**config.mk**
```make
export PLATFORM = sky130hd
export DESIGN_NAME = dht_div
export DESIGN_NICKNAME = d
export VERILOG_FILES = /design/src/rtl/dht_pkg.sv /design/src/rtl/dht_div.sv
export SDC_FILE = /design/constraint.sdc
export NUM_CORES = 1
export LEC_CHECK = 0
export ABC_CLOCK_PERIOD_IN_PS = 3600
export BUFFER_PORTS_ARGS = -buffer_cell sky130_fd_sc_hd__buf_2
export CELL_PAD_IN_SITES_DETAIL_PLACEMENT = 0
export CELL_PAD_IN_SITES_GLOBAL_PLACEMENT = 1
export CORE_ASPECT_RATIO = 1.4
export CORE_UTILIZATION = 35
export CTS_CLUSTER_DIAMETER = 120
export DETAILED_ROUTE_END_ITERATION = 7
export PLACE_DENSITY_LB_ADDON = 0.1
export SYNTH_ARGS = -nofsm -noshare
export SYNTH_HDL_FRONTEND = slang
export SYNTH_SLANG_ARGS = --single-unit
```
**constraint.sdc**
```tcl
create_clock -name clk -period 3.6 [get_ports clk]
set_input_delay 0.18 -clock clk [delete_from_list [all_inputs] [get_ports clk]]
set_output_delay 0.18 -clock clk [all_outputs]
set_load 0.03 [all_outputs]
```
**src/rtl/dht_pkg.sv**
```systemverilog
// dht_pkg: shared types and constants of the double hashed table unit
// no dependencies

package dht_pkg;

  localparam int unsigned SIZE_BITS  = 11;
  localparam int unsigned SLOT_BITS  = 10;
  localparam int unsigned COUNT_BITS = 11;
  localparam int unsigned WORD_OUT_BITS = 32;

  localparam logic OP_INSERT = 1'b0;
  localparam logic OP_LOOKUP = 1'b1;

  // request to the divider: numerator and divisor
  typedef struct packed {
    logic        start;
    logic [31:0] num;
    logic [15:0] den;
  } div_req_t;

  // reply from the divider
  typedef struct packed {
    logic        done;
    logic [31:0] quo;
    logic [15:0] rem;
  } div_rsp_t;

endpackage

```
**src/rtl/dht_div.sv**
```systemverilog
// dht_div: restoring divider, one quotient bit per cycle
// depends on dht_pkg

module dht_div (
  input  logic              clk,
  input  logic              rst,
  input  dht_pkg::div_req_t req,
  output dht_pkg::div_rsp_t rsp
);
  import dht_pkg::*;

  logic [31:0] quo;
  logic [16:0] rem;
  logic [5:0]  cnt;
  logic        busy;
  logic        done;
  logic [15:0] den;
  logic [16:0] trial;
  logic [16:0] diff;

  // shift in next numerator bit and try a subtract
  always_comb begin
    trial = {rem[15:0], quo[31]};
    diff  = trial - {1'b0, den};
  end

  // iteration control
  always_ff @(posedge clk) begin
    if (rst) begin
      busy <= 1'b0;
      cnt  <= '0;
      done <= 1'b0;
    end else begin
      done <= 1'b0;
      if (req.start) begin
        busy <= 1'b1;
        cnt  <= 6'd32;
        quo  <= req.num;
        rem  <= '0;
        den  <= req.den;
      end else if (busy) begin
        if (!diff[16]) begin
          rem <= diff;
          quo <= {quo[30:0], 1'b1};
        end else begin
          rem <= trial;
          quo <= {quo[30:0], 1'b0};
        end
        cnt <= cnt - 6'd1;
        if (cnt == 6'd1) begin
          busy <= 1'b0;
          done <= 1'b1;
        end
      end
    end
  end

  assign rsp.done = done;
  assign rsp.quo  = quo;
  assign rsp.rem  = rem[15:0];

endmodule

```
* Word level (Yosys, flattened, before mapping)
Cells that the tools add are included.
** Storage, ports and cells
- Flip-flop bits (word level) :: 72
- Bits of input ports :: 51
- Output and inout port bits :: 49
- Logic and storage cells :: 28
** Operators by class
- Add/subtract/negate cells :: 2
- Equal/unequal tests :: 1
- Muxes and demuxes :: 11
- Bitwise operators :: 2
- Reductions and logical operators :: 5
** Operators by type and width (count)
- 32-bit two-way mux :: 2
- 16-bit two-way mux :: 2
- 17-bit by 16-bit subtractor with 17-bit output :: 1
- 6-bit two-way mux :: 2
- 6-bit by 1-bit == test with 1-bit output, second input constant :: 1
- 6-bit by 1-bit subtractor with 6-bit output, second input constant :: 1
- 1-bit two-way mux :: 5
- 2-bit AND reduction :: 2
- 3-bit OR reduction :: 1
- 1-bit NOT :: 2
- 2-bit nonzero test :: 1
- 2-bit OR reduction :: 1

* Depth between registers and ports, before layout
Gate-level depths: netlist of the first run.
- Word-level depth :: 4
- Gate-level depth with buffers :: 10

* Worst setup path after synthesis of the first run
OpenSTA, ideal clock, no wires.
- Path type :: input port to flip-flop
- Start :: input req[48] (netlist bit)
- End :: register quo[0] (enable)
- Setup time :: 0.454 ns
- Data arrival time :: 2.907 ns
- Setup slack :: 0.240 ns
- Cell stages on the path :: 4
- Cell sequence :: clkdlybuf4s50_2 buf_6 nor2_1 nor2_1
** Between the ends
- Word-level cells in the longest chain between the ends :: 2
** RTL lines
- from (decl) :: line dht_div.sv:7 : input dht_pkg::div_req_t req,
- 2-bit nonzero test (no line)
- 2-bit AND reduction (no line)
- to (signal assigned) :: line dht_div.sv:38 : quo <= req.num;
- to (signal assigned) :: line dht_div.sv:44 : quo <= {quo[30:0], 1'b1};
- to (signal assigned) :: line dht_div.sv:47 : quo <= {quo[30:0], 1'b0};
- to (decl) :: line dht_div.sv:12 : logic [31:0] quo;
Every way passes these cells.
A chain may end at the register's enable or synchronous reset.

* Worst setup path after layout of the first run
- Start :: register quo[31]
- End :: register rem[11] (data pin)
** Between the ends
- Word-level cells in the longest chain between the ends :: 3
** RTL lines
- 17-bit by 16-bit subtractor with 17-bit output :: line dht_div.sv:24 : diff = trial - {1'b0, den};
- 16-bit two-way mux :: line dht_div.sv:42 : if (!diff[16]) begin
- 16-bit two-way mux :: line dht_div.sv:41 : end else if (busy) begin
- to (signal assigned) :: line dht_div.sv:43 : rem <= diff;
- to (signal assigned) :: line dht_div.sv:46 : rem <= trial;
- to (decl) :: line dht_div.sv:13 : logic [16:0] rem;
Every way passes these cells. The select of a mux whose other input is x is not followed.

==> results.md, run 1 <==
Global routing:
- The wire length of the first global-routing pass is 15.4 mm.
- The overflow left after global routing is 0.
- The number of global-route vias before repair was 3,056.
- In the global route stage, overall resource usage came out at 0.171.
- The pin count of the biggest net entering global routing is 37.
- The initial antenna violation count came to 0.

Cells and area:
- Leaving out fill and tap cells, the most frequent cells in the layout are buf_2, edfxtp_1, a21oi_1, mux2_2, inv_1.
- The final-layout fill cell count is between 1,000 and 1,500.
- Summing all non-filler instances in the final layout gives an area of 4880 µm².
- Compared with the post-synthesis result, the final layout area differs by 21.6%.
- The sequential cell area is approximately 2100 µm².
- The area of the multi-input gates is 1700 µm².
- The final layout contains 509 nets.
- The repair_antennas step left the layout with diodes totalling 0.
- The ratio of cells with drive above 1 in the final layout is 0.358.
- Leaving out fill and tap cells, the most frequent cell in the layout is buf_2.
- Excluding fillers, the count of instances in the completed layout stands at 585.

STA:
- The final-report max-slew violation count is 0.
- At the pin with the least slew margin, the transition time is between 0.7 and 0.8 ns.
- In the finished design, the share of the clock period the worst path needs comes to 0.844.
- The final hold violation count is 0.
- The final setup TNS is 0 ns.
- Final hold analysis gives a worst-case slack of 0.0223 ns.
- The worst setup skew after layout is 0.00699 ns.
- Setup repair after global routing left no endpoint under its margin.
- The minimum clock period is 3.04 ns.
- The setup violation total in the final timing report is 0.
- The post-layout worst setup margin is 0.561 ns.
- Timing would allow up to 329 MHz.
- The worst relative slew slack is 0.523.

Detailed routing:
- After detailed routing, the average wire length per cell comes to approximately 16 µm.
- The routed layout has between 3,000 and 4,000 vias.
- The iteration-0 DRC count of the detailed router is between 200 and 250.
- The pre-antenna-repair detailed-routing pass consisted of 4 iterations.
- In the routed design, unresolved DRC markers number 0.
- The number of vias per cell after detailed routing is 5.16.
- The post-route antenna net violation count is 0.
- The routed design has around 9.6 mm of wire.

Floorplanning:
- For this configuration, the core starts out at a cell density of 0.364.
- 100 I/O pins were placed.
- After floorplanning, the core was sized to cover 11,000 µm².
- The die span in x is 92.6 µm.
- The chip height is between 100 and 150 µm.
- The area of the die is 11,900 µm².
- The floorplan has 45 rows.

Run status:
- The flow ran to the end, and the final reports show no timing, DRC or antenna violations.

Worst setup path:
- The reg-to-reg setup timing slack is around 0.56 ns.
- The path depth of the worst reg2reg path is 9.
- The largest driver fanout on the critical path is 15.
- The critical path class is flip-flop to flip-flop.
- The worst register-to-register path ends at rem[11].
- STA classifies the critical path endpoint as a flip-flop.
- STA classifies the critical path startpoint as a flip-flop.
- The worst reg2reg path startpoint is quo[31].
- At the worst endpoint, the arrival time is 3.21 ns.
- The data required time of the critical path is 3.78 ns.

Clock tree:
- The root buffer cell chosen for the clock tree is clkbuf_16.
- TritonCTS created 9 clock buffers.
- The number of setup buffers added after CTS is 0.
- The maximum level of the CTS H-tree is 3.
- The clock-pin slew on the worst setup and hold paths is 0.06 ns.
- The clock insertion delay at the later pin of the skew report is roughly 0.33 ns.
- The clock tree from TritonCTS is built.
- The count of hold-fix buffers inserted at cts is 0.
- The total of cells resized after clock tree synthesis is 0.
- The clock passes through at most 2 buffers.
- CTS saw 72 sinks.

Logic synthesis:
- The number of enable flip-flop cells after synthesis is 64.
- Counting flops with an async set or reset pin after synthesis yields a share of 0.
- The synthesized design contains 72 register bits.
- The post-synthesis average cell area is 11.8 µm².
- The net count of the mapped netlist is 410.
- The synthesized instance count is 340.
- The number of warnings reported in the yosys synthesis log is 0.
- In the synthesized netlist the dominant register cell turns out to be edfxtp_1.
- The share of synthesized area occupied by flip-flops and latches is 0.518.
- Synthesis instantiated 51 different standard cells from the library.
- The synthesized area is ~4000 µm².

Hold path:
- In this run the most critical hold path is launched from req[10].
- The tightest min-delay check is of the primary input to flip-flop type.
- Counting instances, the worst hold path has a depth of 1.
- The worst hold path endpoint is den[10].

Placed design:
- The placed instance area is 4570 µm².
- At the placement stage, the worst setup path has a slack of approximately 0.60 ns.
- Once placement completed, the tool counted placed cells totaling 569.
- The count of buffers added on input and output ports is 99.
- The congestion estimate from routability-driven global placement came to 0.807.
- The detailed-placement wirelength estimate is 7.21 mm.

Power:
- For this design the static power due to leakage is ~2 nW.
- The peak ir drop on the vdd network is approximately 0.25 mV.
- The total power density per cell area is 538 nW/µm².

Flow run:
- Across the run, the number of max-cap violations was 0.
[power breakdown]
| group | total, W | internal (W) | switching [W] | leakage, nW |
|---|---|---|---|---|
| registers | 0.00104 | 0.000998 | 0.0000412 | 0.677 |
| clock network | 0.000942 | 0.000603 | 0.000339 | 0.146 |
| logic | 0.000648 | 0.000248 | 0.000400 | 1.17 |
[metrics by stage]
stage	utilization	power (W)
floorplan	-	0.00156
global placement	0.414	0.00170
detailed placement	0.414	0.00171
CTS	0.443	0.00266
global route	0.443	0.00277
finish	0.443	0.00263
[cell usage after synthesis, drive strengths merged (3+ instances only)]
master | instances | area share
a2111oi | 4 | 0.0087
a211o | 4 | 0.0090
a211oi | 7 | 0.013
a21o | 6 | 0.012
a21oi | 36 | 0.045
and3 | 7 | 0.012
buf | 4 | 0.0093
clkbuf | 8 | 0.010
dfxtp | 8 | 0.040
edfxtp | 64 | 0.48
ha | 18 | 0.056
inv | 22 | 0.021
mux2 | 33 | 0.092
nand2 | 10 | 0.0093
nand2b | 7 | 0.011
nand3 | 15 | 0.019
nand4 | 3 | 0.0047
nor2 | 19 | 0.018
nor3 | 8 | 0.010
o211ai | 3 | 0.0056
o21a | 3 | 0.0056
o21ai | 18 | 0.022
xnor2 | 5 | 0.011
xor2 | 5 | 0.011
[metal layers]
layer	routed length [µm]	share of wire	up-vias	track usage
met3	625	0.065	6	0.0532
met1	4040	0.42	1414	0.199
met5	0	0	-	0
li1	-	-	1486	-
met2	4880	0.51	112	0.292
met4	97	0.010	0	0.0653
[kinds of logic (layout without fill, tap and decap cells)]
kind of cell / count (synthesis) / count (layout) / synth area share
AO/OA/AOI/OAI: 91 / 91 / 0.143
AND/OR/NAND/NOR: 77 / 77 / 0.102
flip-flops: 72 / 72 / 0.518
buffers and inverters: 38 / 142 / 0.0613
multiplexers: 33 / 33 / 0.0925
adder cells (fa/ha/maj): 19 / 19 / 0.0610
XOR/XNOR: 10 / 10 / 0.0218
[state kept, by name, indices dropped and copies added, names as in the netlist]
signal / cells
rem: 16
busy: 1
den: 16
done: 1
quo: 32
cnt: 6
[worst max-delay path by stage]
stage             from      end  slack (ns)  cells after the start
6_report       quo[31]  rem[11]        0.56                      9
5_1_grt        quo[31]  rem[11]        0.42                      9
4_1_cts        quo[31]  rem[11]        0.56                      9
3_5_place_dp   quo[31]  rem[11]        0.60                      9
3_3_place_gp   quo[31]  rem[11]        0.69                      9
2_1_floorplan  req[48]   quo[0]        0.24                      4
[critical path, stage by stage (launching register included)]
cell      delay [ns]
edfxtp_1        0.37
inv_1           0.05
ha_1            0.22
fa_1            0.40
nand2b_1        0.20
a21o_1          0.25
a2111o_1        0.45
and3_4          0.27
or4b_1          0.54
a21oi_1         0.16
[cell type report]
class | instances | share of cell area
flip-flops and latches | 72 | 0.426
multi-input cells | 230 | 0.347
inverters | 22 | 0.0169
repair buffers | 104 | 0.109
well taps | 141 | 0.0361
clock buffers | 10 | 0.0469
clock inverters | 6 | 0.0172
Note: power is estimated with default switching activity, not from simulation.
==> inputs of run 2 (changes only) <==
--- a/config.mk
+++ b/config.mk
@@ -5,7 +5,8 @@
 export SDC_FILE = /design/constraint.sdc
 export NUM_CORES = 1
 export LEC_CHECK = 0
-export ABC_CLOCK_PERIOD_IN_PS = 3600
+export ABC_AREA = 1
+export ABC_CLOCK_PERIOD_IN_PS = 3000
 export BUFFER_PORTS_ARGS = -buffer_cell sky130_fd_sc_hd__buf_2
 export CELL_PAD_IN_SITES_DETAIL_PLACEMENT = 0
 export CELL_PAD_IN_SITES_GLOBAL_PLACEMENT = 1
==> constraint.sdc (replaced) <==
create_clock -name clk -period 3 [get_ports clk]
set_input_delay 0.15 -clock clk [delete_from_list [all_inputs] [get_ports clk]]
set_output_delay 0.15 -clock clk [all_outputs]
set_load 0.03 [all_outputs]
==> run 2 against run 1 <==
Effect of this change: synthesized cell count increased by 54%; die area increased by 4.4%; sequential cell count unchanged; wire length is 3.9% higher; clock skew is 0.0013 ns lower.
==> results.md, run 2 <==
Run status:
- The run finished with clean final reports.

Cells and area:
- The most common cell after layout, fill and taps aside is nand2_1.
- The final net count is 710 (+39%).
- The final-layout fill cell count was 1,175 (+7.2%).
- The register with the most flip-flops in the final layout is quo.
- The top cell types in the final layout, fill and taps aside, are nand2_1, buf_2, inv_1, edfxtp_1, nor2_1.
- The final standard cell utilization of the core is 0.451 (+0.00801).
- The largest registers in the layout are quo (32), den (16), rem (16).
- The area of the multi-input gates is 1760 µm² (+3.8%).
- The flip-flop count of the largest register, all copies and words added is 32 (unchanged).
- The ratio of cells with drive above 1 in the final layout is 0.231 (-0.127).
- The sequential cell area is 2080 µm² (unchanged).
- The signed area change from the synthesized netlist to the final layout is 26.2%.
- The number of diodes came to 0 (unchanged).

Clock tree:
- The maximum buffer depth of the clock tree is 2 (unchanged).
- The library cell used as clock root buffer is clkbuf_16.
- The total CTS buffers is 9 (unchanged).
- The maximum level of the CTS H-tree is 3 (unchanged).
- The clock insertion delay at the later pin of the skew report is 0.33 ns (about the same).
- The clock tree from TritonCTS is built.
- The clock-pin slew on the worst setup and hold paths is 0.06 ns (about the same).
- The CTS sink count is 72 (unchanged).
- The number of setup buffers added after CTS is 0 (unchanged).

Detailed routing:
- The post-route antenna net violation count came to 0 (unchanged).
- The number of detailed-route iterations in the first pass came to 4 (unchanged).
- The total via count after detailed routing is 3,499 (+16%).
- The detail-routed net length per standard cell was 12.6 µm (-23%).
- The post-route DRC violation count is 0 (unchanged).
- The number of vias per cell after detailed routing is 4.42 (-14%).
- The final routed wirelength across all metal layers is 10.0 mm (+3.9%).
- The iteration-0 DRC count of the detailed router is 127 (-38%).

Power:
- The clock network fraction of total power came to 0.313 (-0.045).
- The portion of total power attributed to combinational logic is 0.302 (+0.055).
- The leakage power total was 2.73 nW (+37%).
- The fraction of power consumed by sequential logic came to 0.385 (-0.010).
- The internal power of the cells is 0.00220 W (+19%).
- The switching power summed over all nets is 0.00116 W (+48%).
- The total power density per cell area is 633 nW/µm² (+18%).
- The peak ir drop on the vdd network is 0.265 mV (+5.9%).
- The net switching share of the total power was 0.345 (+0.0483).

Global routing:
- The wire length of the first global-routing pass is 16.4 mm (+6.4%).
- The combined global-route utilization of all metal layers is 0.173 (+0.00225).
- The overflow left after global routing is 0 (unchanged).
- The number of global-route vias before repair is 3,362 (+10%).
- The initial antenna violation count is 0 (unchanged).
- The pin count of the biggest net entering global routing came to 53 (+43%).

Hold path:
- The worst hold path endpoint is quo[19].
- The worst hold-check path type is primary input to flip-flop.
- The worst hold path depth was 3 (+2).
- The startpoint identified for the worst hold timing path is req[35].

Worst setup path:
- The worst register-to-register path begins at quo[31].
- The data required time of the critical path is 3.09 ns (-0.69 ns).
- The largest driver fanout on the critical path came to 17 (+2).
- The worst path arrival time is 2.41 ns (-0.80 ns).
- The reg-to-reg setup timing slack is 0.68 ns (+0.12 ns).
- The critical path class is flip-flop to flip-flop.
- Walking the worst path, the cells encountered are inv_1 > ha_1 > fa_1 > inv_1 > nand2_1 > nand2_1 > nand3_1 > nand2_2 > nand2_4 > nand2_4 > nand2_2 > nand2_4 > nand2_1 > nand2_1 > nor2_2.
- The critical path startpoint category is a flip-flop.
- Among all stages on the critical path, the largest delay is contributed by fa_1.
- The longest individual stage delay on the worst path was 0.40 ns (-0.14 ns).
- The cell occurring most often along the worst timing path is nand2_1.
- The path depth of the worst reg2reg path was 15 (+6).
- The terminus of the critical flop-to-flop path is rem[9].
- The critical path's top delay family is simple AND/OR/NAND/NOR gates.
- The critical path capture point type is a flip-flop.
- The number of buffers and inverters on the critical path came to 2 (+1).

Logic synthesis:
- After synthesis, the most frequently instantiated cells are nand2_1, inv_1, edfxtp_1.
- The number of enable flip-flop cells after synthesis is 64 (unchanged).
- The number of warnings reported in the yosys synthesis log came to 0 (unchanged).
- The most repeated cell in the gate-level netlist after synthesis is nand2_1.
- The number of flip-flops and latches in the synthesized netlist is 72 (unchanged).
- The post-synthesis average cell area is 8.04 µm² (-32%).
- The fraction of post-synthesis cell area in the top cell type by area is 0.458 (-0.0207).
- The async set or reset register ratio after synthesis is 0 (unchanged).
- The share of synthesized area occupied by flip-flops and latches came to 0.496 (-0.0224).
- Yosys attributes the largest share of cell area to edfxtp_1, nand2_1, inv_1, ha_1, dfxtp_1.
- Among all flip-flop cells after synthesis, the most frequent one is edfxtp_1.
- The synthesized instance count was 522 (+54%).
- The net count of the mapped netlist is 592 (+44%).
- The number of different library cells in the post-synthesis netlist came to 36 (-29%).
- The synthesized area was 4200 µm² (+4.5%).
- The library cell with the largest summed area after synthesis is edfxtp_1.

STA:
- The final hold violation count is 0 (unchanged).
- The worst setup skew after layout is 0.00570 ns (-0.00129 ns).
- The maximum operating frequency is 431 MHz (+31%).
- The final setup TNS is 0 ns (unchanged).
- The minimum clock period came to 2.32 ns (-0.718 ns).
- The pin slew with the least headroom to its limit is 0.872 ns (+0.160 ns).
- The ratio of final minimum period to clock period is 0.774 (-0.0704).
- Setup repair after global routing left no endpoint under its margin.
- The final-report max-slew violation count is 0 (unchanged).
- The worst relative slew slack was 0.416 (-0.107).
- The worst slack on hold paths is 0.0866 ns (+0.0643 ns).
- The setup violation total in the final timing report is 0 (unchanged).

Floorplanning:
- The standard-cell row count is 47 (+4.4%).
- The initial core utilization is 0.357 (-0.00704).
- The area of the die is 12,400 µm² (+4.4%).
- The chip height is 132 µm (+2.2%).
- The die span in x is 94.6 µm (+2.2%).
- The top-level port count is 100 (unchanged).
- The total core area is 11,800 µm² (+6.6%).

Placed design:
- The number of port buffers is 99 (unchanged).
- The detailed-placement wirelength estimate is 7.44 mm (+3.2%).
- The weighted congestion reported at the end of routability-driven placement is 0.783 (-2.9%).

Flow run:
- The max capacitance violation total is 0 (unchanged).
[run 2: cell types whose count changed after synthesis, sizes merged, moves of 4 or more]
cell,change
nand2,+227
inv,+54
mux2,-33
nor2,+29
a21oi,-28
o21ai,-15
nand2b,-7
a211oi,-6
a21o,-6
and3,-5
a2111oi,-4
a211o,-4
[run 2: worst max-delay path by stage]
stage / from / end / slack [ns] / cells past startpoint
after floorplan: req[48] / quo[0] / 0.52 / 4
after global placement: quo[31] / rem[9] / 0.74 / 15
after global routing: quo[31] / rem[1] / 0.45 / 15
final: quo[31] / rem[9] / 0.68 / 15
after detailed placement: quo[31] / rem[12] / 0.67 / 15
after CTS: quo[31] / rem[12] / 0.67 / 15
[run 2: area by class of cell]
type | instances | area share
sequential | 72 | 0.393
multi-input combinational | 360 | 0.332
timing repair buffer | 119 | 0.129
inverter | 78 | 0.0553
clock buffer | 12 | 0.0505
tap | 147 | 0.0347
clock inverter | 4 | 0.00472
[run 2: power groups by stage]
stage,logic [W],registers [W],clock network [W]
floorplan,0.000630,0.00145,0
global placement,0.00101,0.00131,0
detailed placement,0.00101,0.00131,0
CTS,0.00103,0.00129,0.00108
global route,0.00115,0.00131,0.00112
finish,0.00101,0.00129,0.00105
[run 2: kinds of logic (layout without fill, tap and decap cells)]
logic type,after synthesis,after routing,share of synthesized area
compound gates,13,13,0.0191
xor+xnor,7,7,0.0146
fa+ha+maj,19,19,0.0584
buf+inv,90,213,0.0873
flops,72,72,0.496
simple gates,321,321,0.325
[run 2: worst register-to-register path, delay by kind of cell (launching register included)]
family                     cells  cell delay (ns)
DFF                            1             0.37
and+or+nand+nor               11             0.95
adders and majority gates      2             0.62
buffers and inverters          2             0.15
[run 2: timing repair]
action	4_1_cts	5_1_grt
hold endpoints to repair	15	1
setup endpoints to repair	0	0
hold buffers	15	1
gates resized for setup	0	0
[run 2: per-layer routing]
| metal | track usage | wire, µm | vias up | share of wire |
|---|---|---|---|---|
| li1 | - | - | 1854 | - |
| met1 | 0.201 | 4250 | 1543 | 0.42 |
| met2 | 0.292 | 5000 | 86 | 0.50 |
| met3 | 0.0486 | 487 | 16 | 0.049 |
| met4 | 0.0741 | 275 | 0 | 0.027 |
| met5 | 0 | 0 | - | 0 |
[run 2: through the flow]
step	instances	power, W	worst slack [ns]	cell area [µm²]
2_1_floorplan	522	0.00207	0.518	4200
3_3_place_gp	760	0.00232	0.741	4850
3_5_place_dp	760	0.00232	0.674	4850
4_1_cts	791	0.00340	0.666	5290
5_1_grt	792	0.00358	0.447	5300
6_report	792	0.00335	0.679	5300
